--- src/rly_pkg.sv ---
// Shared types and constants for the relay output controller.
// No dependencies; imported by every module of the block.
`timescale 1ns / 1ps

package rly_pkg;

	// Milliseconds per second, used to scale the on-delay.
	localparam int unsigned MsPerSecond = 1000;

	// Field widths.
	localparam int unsigned ActionW   = 2;
	localparam int unsigned TimeW     = 32;
	localparam int unsigned DelayW    = 16;
	localparam int unsigned LimitW    = 26;   // 65535 * 1000 fits in 26 bits
	localparam int unsigned CfgIndexW = 2;

	// Actions carried by an input beat.
	typedef enum logic [ActionW-1:0] {
		ACT_EVALUATE    = 2'd0,
		ACT_TICK        = 2'd1,
		ACT_RESET_LATCH = 2'd2,
		ACT_WRITE_FLAG  = 2'd3
	} action_t;

	// Configuration register indexes.
	typedef enum logic [CfgIndexW-1:0] {
		CFG_DELAY_SECONDS = 2'd0,
		CFG_INVERT_OUTPUT = 2'd1,
		CFG_BYPASS_RELAY  = 2'd2,
		CFG_LATCH_MODE    = 2'd3
	} cfg_index_t;

	// One input beat.
	typedef struct packed {
		action_t            action;
		logic [TimeW-1:0]   now_ms;
		logic               trigger_valid;
		logic               trigger_value;
		logic               update_value;
	} item_t;

	// Configuration as seen by the core, with the delay already in milliseconds.
	typedef struct packed {
		logic [LimitW-1:0]  limit_ms;
		logic               delay_nonzero;
		logic               invert_output;
		logic               bypass_relay;
		logic               latch_mode;
	} cfg_t;

	// One result beat.
	typedef struct packed {
		logic               relay_out;
		logic               update_pending;
	} result_t;

endpackage

--- src/rly_cfg.sv ---
// Configuration registers of the relay output controller.
// Depends on rly_pkg; scales the delay to milliseconds when it is written.
`timescale 1ns / 1ps

module rly_cfg
	import rly_pkg::*;
(
	input  logic                 clk,
	input  logic                 arst_n,
	input  logic                 cfg_we,
	input  logic [CfgIndexW-1:0] cfg_index,
	input  logic [DelayW-1:0]    cfg_wdata,
	output cfg_t                 cfg
);

	logic [LimitW-1:0] limit_q;
	logic              nonzero_q;
	logic              invert_q;
	logic              bypass_q;
	logic              latch_q;

	// Register writes; the delay is multiplied out here so the core only compares.
	always_ff @(posedge clk or negedge arst_n) begin
		if (!arst_n) begin
			limit_q   <= '0;
			nonzero_q <= 1'b0;
			invert_q  <= 1'b0;
			bypass_q  <= 1'b0;
			latch_q   <= 1'b0;
		end else if (cfg_we) begin
			unique case (cfg_index_t'(cfg_index))
				CFG_DELAY_SECONDS: begin
					limit_q   <= LimitW'(LimitW'(cfg_wdata) * LimitW'(MsPerSecond));
					nonzero_q <= (cfg_wdata != '0);
				end
				CFG_INVERT_OUTPUT: invert_q <= cfg_wdata[0];
				CFG_BYPASS_RELAY:  bypass_q <= cfg_wdata[0];
				CFG_LATCH_MODE:    latch_q  <= cfg_wdata[0];
				default: ;
			endcase
		end
	end

	assign cfg.limit_ms      = limit_q;
	assign cfg.delay_nonzero = nonzero_q;
	assign cfg.invert_output = invert_q;
	assign cfg.bypass_relay  = bypass_q;
	assign cfg.latch_mode    = latch_q;

endmodule

--- src/rly_core.sv ---
// Relay state and per-beat evaluation logic.
// Depends on rly_pkg; state advances only on beats that move to the output stage.
`timescale 1ns / 1ps

module rly_core
	import rly_pkg::*;
(
	input  logic    clk,
	input  logic    arst_n,
	input  logic    fire,
	input  item_t   item,
	input  cfg_t    cfg,
	output result_t result
);

	logic             last_output_q;
	logic             delay_running_q;
	logic [TimeW-1:0] delay_start_q;
	logic             update_flag_q;

	logic             last_n;
	logic             running_n;
	logic             flag_n;
	logic             set_start;
	logic             cur;
	logic             relay;
	logic [TimeW-1:0] start_eff;
	logic [TimeW-1:0] diff;
	logic             expired;

	// Elapsed time against the start in effect for this beat; negative means not expired.
	assign start_eff = set_start ? item.now_ms : delay_start_q;
	assign diff      = item.now_ms - start_eff;
	assign expired   = !diff[TimeW-1] && (diff >= TimeW'(cfg.limit_ms));

	// Next state and result for the current beat.
	always_comb begin
		last_n    = last_output_q;
		running_n = delay_running_q;
		flag_n    = update_flag_q;
		set_start = 1'b0;
		cur       = 1'b0;
		relay     = 1'b0;
		unique case (item.action)
			ACT_EVALUATE: begin
				if (!cfg.bypass_relay && item.trigger_valid) begin
					if (cfg.latch_mode) begin
						if (item.trigger_value) begin
							cur = 1'b1;
							if (!last_output_q) begin
								running_n = 1'b1;
								set_start = 1'b1;
							end
							last_n = 1'b1;
						end else begin
							cur = last_output_q;
						end
					end else begin
						cur = item.trigger_value;
						if (!last_output_q && item.trigger_value) begin
							running_n = 1'b1;
							set_start = 1'b1;
						end
						if (last_output_q && !item.trigger_value) begin
							running_n = 1'b0;
						end
						last_n = item.trigger_value;
					end
				end
				// Hold the output low until the on-delay has run out.
				if (cur && running_n) begin
					if (expired) begin
						running_n = 1'b0;
					end else begin
						cur = 1'b0;
					end
				end
				relay = cur ^ cfg.invert_output;
			end
			ACT_TICK: begin
				if (delay_running_q && cfg.delay_nonzero && expired) begin
					flag_n = 1'b1;
				end
			end
			ACT_RESET_LATCH: begin
				if (cfg.latch_mode) begin
					last_n = 1'b0;
				end
				flag_n = 1'b1;
			end
			ACT_WRITE_FLAG: begin
				flag_n = item.update_value;
			end
			default: ;
		endcase
	end

	// Control state.
	always_ff @(posedge clk or negedge arst_n) begin
		if (!arst_n) begin
			last_output_q   <= 1'b0;
			delay_running_q <= 1'b0;
			delay_start_q   <= '0;
			update_flag_q   <= 1'b1;
		end else if (fire) begin
			last_output_q   <= last_n;
			delay_running_q <= running_n;
			update_flag_q   <= flag_n;
			if (set_start) begin
				delay_start_q <= item.now_ms;
			end
		end
	end

	assign result.relay_out      = relay;
	assign result.update_pending = flag_n;

endmodule

--- src/relay_output_controller.sv ---
// Relay output controller: drives one alarm relay from an evaluated trigger bit.
// Accepts one input beat per cycle while the output side does not stall, and presents one
// result beat for each through the input register, then the result register; the core
// update of relay state and the on-delay compare fit between those registers, so
// throughput is one beat per clock whenever the output side does not stall. Configuration
// must be written only while idle; the user is bound to this, the block does not enforce it.
// Depends on rly_pkg, rly_cfg and rly_core.
`timescale 1ns / 1ps

module relay_output_controller
	import rly_pkg::*;
(
	input  logic                 clk,
	input  logic                 arst_n,
	// Input channel
	input  logic                 in_valid,
	output logic                 in_stall,
	input  logic [ActionW-1:0]   action,
	input  logic [TimeW-1:0]     now_ms,
	input  logic                 trigger_valid,
	input  logic                 trigger_value,
	input  logic                 update_value,
	// Output channel
	output logic                 out_valid,
	input  logic                 out_stall,
	output logic                 relay_out,
	output logic                 update_pending,
	// Configuration port
	input  logic                 cfg_we,
	input  logic [CfgIndexW-1:0] cfg_index,
	input  logic [DelayW-1:0]    cfg_wdata
);

	cfg_t    cfg;
	item_t   item_s1;
	logic    valid_s1;
	result_t result;
	result_t result_s2;
	logic    valid_s2;
	logic    load_s2;
	logic    fire;
	logic    load_s1;

	// Handshake: each stage loads when it is empty or its content moves on.
	assign load_s2  = !valid_s2 || !out_stall;
	assign fire     = valid_s1 && load_s2;
	assign load_s1  = !valid_s1 || fire;
	assign in_stall = !load_s1;

	rly_cfg u_cfg (
		.clk       (clk),
		.arst_n    (arst_n),
		.cfg_we    (cfg_we),
		.cfg_index (cfg_index),
		.cfg_wdata (cfg_wdata),
		.cfg       (cfg)
	);

	// Input register.
	always_ff @(posedge clk or negedge arst_n) begin
		if (!arst_n) begin
			valid_s1 <= 1'b0;
		end else if (load_s1) begin
			valid_s1 <= in_valid;
		end
	end

	always_ff @(posedge clk) begin
		if (load_s1 && in_valid) begin
			item_s1.action        <= action_t'(action);
			item_s1.now_ms        <= now_ms;
			item_s1.trigger_valid <= trigger_valid;
			item_s1.trigger_value <= trigger_value;
			item_s1.update_value  <= update_value;
		end
	end

	rly_core u_core (
		.clk    (clk),
		.arst_n (arst_n),
		.fire   (fire),
		.item   (item_s1),
		.cfg    (cfg),
		.result (result)
	);

	// Result register.
	always_ff @(posedge clk or negedge arst_n) begin
		if (!arst_n) begin
			valid_s2 <= 1'b0;
		end else if (load_s2) begin
			valid_s2 <= valid_s1;
		end
	end

	always_ff @(posedge clk) begin
		if (fire) begin
			result_s2 <= result;
		end
	end

	assign out_valid      = valid_s2;
	assign relay_out      = result_s2.relay_out;
	assign update_pending = result_s2.update_pending;

endmodule

--- config.mk ---
export PLATFORM = sky130hd
export DESIGN_NAME = relay_output_controller
export DESIGN_NICKNAME = d
export VERILOG_FILES = /design/src/rly_pkg.sv /design/src/rly_cfg.sv /design/src/rly_core.sv /design/src/relay_output_controller.sv
export SDC_FILE = /design/constraint.sdc
export NUM_CORES = 1
export LEC_CHECK = 0
export BUFFER_PORTS_ARGS = -buffer_cell sky130_fd_sc_hd__buf_2
export CAP_MARGIN = 5
export CELL_PAD_IN_SITES_DETAIL_PLACEMENT = 0
export CELL_PAD_IN_SITES_GLOBAL_PLACEMENT = 2
export CORE_UTILIZATION = 41
export CTS_CLUSTER_SIZE = 10
export DETAILED_ROUTE_END_ITERATION = 8
export PLACE_DENSITY = 0.93
export SETUP_SLACK_MARGIN = 0.05
export SLEW_MARGIN = 10
export SYNTH_ARGS = -nofsm -noshare
export SYNTH_HDL_FRONTEND = slang
export SYNTH_SLANG_ARGS = --single-unit
--- constraint.sdc ---
create_clock -name clk -period 7.3 [get_ports clk]
set_input_delay 0 -clock clk [delete_from_list [all_inputs] [get_ports clk]]
set_output_delay 0 -clock clk [all_outputs]
set_load 0.005 [all_outputs]
### Word level (Yosys, flattened, before mapping)

Index checks and enable logic that the tools add are counted.
W data, S select, Z words.

* flip-flop bits (word level): 103

* add/sub/neg operators: 1
* multiply operators: 1
* order comparisons: 1
* equality and inequality tests: 8
* multiplexer cells: 28
* bitwise gates (word level): 1
* reductions and logical operators: 29

Operators by type and width (number)
* $ge A32 B26 Y1: 1
* $mux W32: 1
* $sub A32 B32 Y32: 1
* $mux W1: 25
* $mul A16 B7 Y23 const B: 1
* $reduce_bool A16 Y1: 1
* $reduce_and A2 Y1: 5
* $logic_and A1 B1 Y1: 9
* $eq A2 B2 Y1 const B: 4
* $logic_not A1 Y1: 8
* $eq A2 B1 Y1 const B: 2
* $logic_not A2 Y1: 2
* $reduce_and A4 Y1: 1
* $pmux W1 S3: 1
* $logic_or A1 B1 Y1: 2
* $ne A2 B1 Y1 const B: 1
* $ne A2 B2 Y1 const B: 1
* $pmux W1 S2: 1
* $reduce_bool A2 Y1: 1
* $xor A1 B1 Y1: 1

### Longest topological paths before layout

* depth after elaboration: 14
* depth in mapped cells: 28

### Cells and area by module

From an unflattened synthesis, not the netlist that was laid out.

* cells, all modules: 1019
* area total of the unflattened synthesis: 9705.6 um^2

By module, submodules not included
* rly_core: instances 1, cells each 539, area each 4346.7 um^2, seq. area each 877.1 um^2
* rly_cfg: instances 1, cells each 433, area each 4095.2 um^2, seq. area each 675.6 um^2
* relay_output_controller: instances 1, cells each 47, area each 1263.7 um^2, seq. area each 1221.2 um^2

### Worst setup path before layout

No wires, ideal clock.

* kind: reg2reg
* start: reg item_s1[36] (netlist name)
* end: reg result_s2 (netlist bit relay_out), data pin
* setup time: 260 ps
* arrival: 5634 ps
* slack: 1406 ps
* stages on the path, launching flop included: 27
* path through: edfxtp_1 -> buf_6 -> or3_4 -> nor2_4 -> buf_6 -> clkbuf_1 -> buf_1 -> mux2i_1 -> ha_1 -> and3_1 -> a221oi_1 -> nor3_1 -> nor2_1 -> nor2b_1 -> o21ai_0 -> nand2b_1 -> a41oi_1 -> xnor2_1 -> ha_1 -> and3_1 -> nand4_1 -> or4_1 -> a21oi_1 -> nor4_2 -> a31oi_2 -> o21ai_1 -> mux2i_1

* word-level cells in the longest chain between the ends: 10

RTL lines
* start: declaration: RTL line relay_output_controller.sv:35 `item_t item_s1;`
* $logic_not A2 Y1 (*): RTL line rly_core.sv:44 `unique case (item.action)`
* $mux W1: RTL line rly_core.sv:44
* $mux W32
* $sub A32 B32 Y32: RTL line rly_core.sv:33 `assign diff = item.now_ms - start_eff;`
* $ge A32 B26 Y1 or $logic_not A1 Y1 (tied branches): RTL line rly_core.sv:34 `assign expired = !diff[TimeW-1] && (diff >= TimeW'(cfg.limit_ms));`
* $logic_and A1 B1 Y1: RTL line rly_core.sv:34
* $mux W1: RTL line rly_core.sv:72 `if (expired) begin`
* $mux W1: RTL line rly_core.sv:71 `if (cur && running_n) begin`
* $mux W1: RTL line rly_core.sv:44
* $xor A1 B1 Y1: RTL line rly_core.sv:78 `relay = cur ^ cfg.invert_output;`
* end signal: assignment: RTL line relay_output_controller.sv:98 `result_s2 <= result;`
* end: declaration: RTL line relay_output_controller.sv:38 `result_t result_s2;`

Mark *: on every way between the ends. The rest lies on a longest branch, timed or not. The select of a mux whose other input is x is not followed.
A chain may end at the register's enable or synchronous reset.

### Worst setup path after layout

* start: reg item_s1[36] (netlist name)
* end: reg result_s2 (netlist bit relay_out), data pin

* word-level cells in the longest chain between the ends: 10

RTL lines
* $logic_not A2 Y1 (*): RTL line rly_core.sv:44
* $mux W1 (*): RTL line rly_core.sv:44
* $mux W32 (*)
* named net u_core.start_eff[0]: RTL line rly_core.sv:27 `logic [TimeW-1:0] start_eff;`
* $sub A32 B32 Y32 (*): RTL line rly_core.sv:33
* $ge A32 B26 Y1 or $logic_not A1 Y1 (tied branches): RTL line rly_core.sv:34
* $logic_and A1 B1 Y1 (*): RTL line rly_core.sv:34
* $mux W1 (*): RTL line rly_core.sv:72
* $mux W1 (*): RTL line rly_core.sv:71
* $mux W1 (*): RTL line rly_core.sv:44
* $xor A1 B1 Y1 (*): RTL line rly_core.sv:78

The timed path passes the listed nets; every way through them passes the cells marked *. The select of a mux whose other input is x is not followed.

==> impl_summary.log <==
INFO  metric leakage = 4.61 nW
INFO  metric fin_tns_setup = 0 ps
INFO  metric finished_cell_area = 0.0103 mm2
INFO  metric gp_routability_congestion = 0.886
INFO  metric timing.setup.critical_path_class = reg2reg
INFO  metric tritoncts = done
INFO  metric met1_length = just over 9000 um
INFO  metric insertion_delay = 360 ps
INFO  metric wl = 19700 um
INFO  metric yosysMostFrequentCell = ha_1
INFO  metric outcome = finished clean
INFO  metric layout.core_utilization = 48.6%
INFO  metric final_min_period_over_clock_period = between 80% and 90%
INFO  metric dr_wl_met3 = 549 um
INFO  metric fmax = 0.164 GHz
INFO  metric synth.largest_area_cell = dfrtp_1
INFO  metric wl_met2 = approximately 9600 um
INFO  metric slowest_stage = or4_1
INFO  metric clock_tree.buffer_depth = 2
INFO  metric timing.critical_path.max_delay_family = simple AND/OR/NAND/NOR gates
INFO  metric syn-num-nets = between 1k and 1.5k
INFO  metric ant_nets = 0
INFO  metric dp_hpwl = between 15000 and 20000 um
INFO  metric cp.buffers_inverters = 0
INFO  metric gr-total-overflow = 0
INFO  metric number_of_cts_inserted_buffers = 9
INFO  metric aggregate_global_route_resource_usage = 18.9%
INFO  metric num_io_pins = 64
INFO  metric die_height = 150 um
INFO  metric peakVddDrop = 0.155 mV
INFO  metric min_period = 6100 ps
INFO  metric setup-violations-final = 0
INFO  metric yosys-top-cells-area = dfrtp_1 18%, ha_1 15%, edfxtp_1 13%
INFO  metric die-area = about 0.022 mm2
INFO  metric post_drt_via_cell_ratio = 5.30
INFO  metric syn_to_final_growth = 15.1%
INFO  metric asyncSetResetFlopFracSynth = 62.1%
INFO  metric n_antenna_cell = 0
INFO  metric synthesis_warning_total = 0
INFO  metric placement.cell_area = 0.00956 mm2
INFO  metric netlist.area_leader.share = 17.6%
INFO  metric initial_utilization = 42.3%
INFO  metric drt-pass1-iter-count = 5
INFO  metric crit_path_max_incr_delay = ~540 ps
INFO  metric endpoint_kind = flop
INFO  metric worst-endpoint-required = 7410 ps
INFO  metric worst_hold_slack = 66.0 ps
INFO  metric syn-instance-count = around 880
INFO  metric pwr_density_cell = between 300 and 400 mW/mm2
INFO  metric grt_pass1_vias = 6817
INFO  metric io_buffer_count = 63
INFO  metric placed_cells_incl_taps = 1199
INFO  metric worstPathMaxFanout = 9
INFO  metric grt_first_pass_wirelength = approximately 33000 um
INFO  metric synth_enable_flop_cells = 39
INFO  metric yosysUniqueCellTypes = 67
INFO  metric num-nets-final = 1207
INFO  metric cell_count_final_fillers_out = 1262
INFO  metric critical_path.startpoint_type = flop
INFO  metric critical_path.cell_chain = nor3_1 -> nand2_1 -> nand2_1 -> o21ai_0 -> ha_1 -> fa_1 -> nand3b_1 -> o2111ai_1 -> nor4b_2 -> nor2_1 -> nor2b_1 -> o21ai_0 -> nand2b_1 -> a41oi_1 -> xnor2_1 -> ha_1 -> and3_1 -> nand4_1 -> or4_1 -> a21oi_1 -> nor4_2 -> a31oi_2 -> o21ai_1 -> mux2i_1
INFO  metric routed_wire_length_per_instance = about 16 um
INFO  metric synthFlopType = dfrtp_1
INFO  metric final.setup_skew = 8.22 ps
INFO  metric hold_path.class = in2reg
INFO  metric grt_setup_unrepaired = false
INFO  metric root_cell_of_the_clock_tree = clkbuf_16
INFO  metric rows = 53
INFO  metric yosys-top-cells-count = 110 x ha_1, 70 x inv_1, 63 x a21oi_1, 63 x dfrtp_1, 60 x nand2_1
INFO  metric worst_slew_pin_slew = 933 ps
INFO  metric synth_seq_area_share = roughly 31%
INFO  metric grt_start_max_net_pins = 65
INFO  metric clock-sinks = 103
INFO  metric yosys_register_bits = 103
INFO  metric final-hold-violation-count = 0
INFO  metric share_of_cells_above_drive_strength_1 = 12.3%
INFO  metric critPathArrivalTime = 6210 ps
INFO  metric synth_area = 0.00897 mm2
INFO  metric drcViolationCount = 0
INFO  metric clk_transition_reported_paths = roughly 70 ps
INFO  metric initialDrtViolationCount = 353
INFO  metric core_area = 0.0212 mm2
INFO  metric synth_area_per_cell = 10.2 um2
INFO  metric h-tree-depth = 3
INFO  metric postCtsResizedCells = 0
INFO  metric routed-via-count = between 6k and 7k
INFO  metric max_cap_violations = 0
INFO  metric grt_antenna_before_repair = 0
INFO  metric route.top_layer_used = met4
INFO  metric fp.dieW = around 150 um
INFO  metric timing.final.max_slew_violations = 0
INFO  metric maxSlewHeadroom = ~38%
layout by cell type (no fill, tap or decap), drive strengths merged, types with 28 or more instances in the layout:
master / synthesis / layout
ha: 110 / 110
inv: 70 / 71
buf: 3 / 66
a21oi: 63 / 63
dfrtp: 63 / 63
nand2: 60 / 60
fa: 55 / 55
o21ai: 54 / 54
nor2: 48 / 48
dlygate4sd3: 0 / 47
edfxtp: 39 / 39
a21o: 30 / 30
xnor2: 28 / 28
final timing paths:
kind | cells after the start | endpoint | slack [ps] | startpoint
min in group asynchronous | 3 | u_core.delay_start_q[0]$_DFFE_PN0P_ | 390 | arst_n
worst max register to register | 24 | relay_out$_SDFFCE_PN0P_ | 1200 | item_s1[36]$_DFFE_PP_
worst min register to register | 2 | u_cfg.limit_q[11]$_DFFE_PN0P_ | 480 | u_cfg.limit_q[11]$_DFFE_PN0P_
worst max-delay path | 24 | relay_out$_SDFFCE_PN0P_ | 1200 | item_s1[36]$_DFFE_PP_
worst min-delay path | 3 | u_cfg.invert_q$_DFFE_PN0P_ | 70 | cfg_wdata[0]
max in group asynchronous | 3 | u_core.delay_start_q[27]$_DFFE_PN0P_ | 6350 | arst_n
power breakdown:
group          switching (mW)  internal (mW)
Combinational            1.05          0.835
Clock                   0.217          0.251
Sequential             0.0665          0.723
flip-flops by register name, indices dropped and copies added (netlist names):
signal                  cells
u_cfg.latch_q               1
u_cfg.limit_q              23
update_pending              1
u_core.update_flag_q        1
u_cfg.nonzero_q             1
item_s1                    37
relay_out                   1
u_cfg.bypass_q              1
u_core.delay_start_q       32
u_cfg.invert_q              1
out_valid                   1
u_core.delay_running_q      1
valid_s1                    1
u_core.last_output_q        1
repair_timing:
item / CTS / global route
hold endpoints to repair: 106 / 0
hold buffers: 47 / 0
setup buffers: 0 / 0
metal layers:
layer | vias to the layer above | track usage [%]
met2 | 89 | 32.9
met3 | 17 | 2.59
met4 | 0 | 5.40
met1 | 3236 | 24.2
li1 | 3344 | -
met5 | - | 0
area by class of cell:
type	instances	area (um2)
fill	2005	10900
tap	275	344
inverter	70	263
clock buffer	12	256
clock inverter	4	28.8
timing repair buffer	113	808
sequential	103	2770
multi-input combinational	685	5840
worst register-to-register path, stage by stage, from the launching register on:
cell	delay, ps
edfxtp_1	510
nor3_1	530
nand2_1	330
nand2_1	140
o21ai_0	120
ha_1	230
fa_1	420
nand3b_1	110
o2111ai_1	220
nor4b_2	450
nor2_1	100
nor2b_1	150
o21ai_0	100
nand2b_1	140
a41oi_1	140
xnor2_1	160
ha_1	290
and3_1	170
nand4_1	150
or4_1	540
a21oi_1	210
nor4_2	80
a31oi_2	300
o21ai_1	130
mux2i_1	130
cells by family after synthesis:
logic type	share of synthesized area, %
mux	5.41
xor+xnor	4.49
flops	30.9
fa+ha+maj	27.7
buf+inv	3.98
simple gates	12.3
compound gates	15.1
through the flow:
step | setup WS (ps) | power [mW]
after global placement | 1300 | 2.66
after floorplan | 1410 | 2.23
final | 1200 | 3.15
after global routing | 564 | 3.48
after detailed placement | 1200 | 2.67
after CTS | 1180 | 3.18
(Power assumes the default switching activity.)
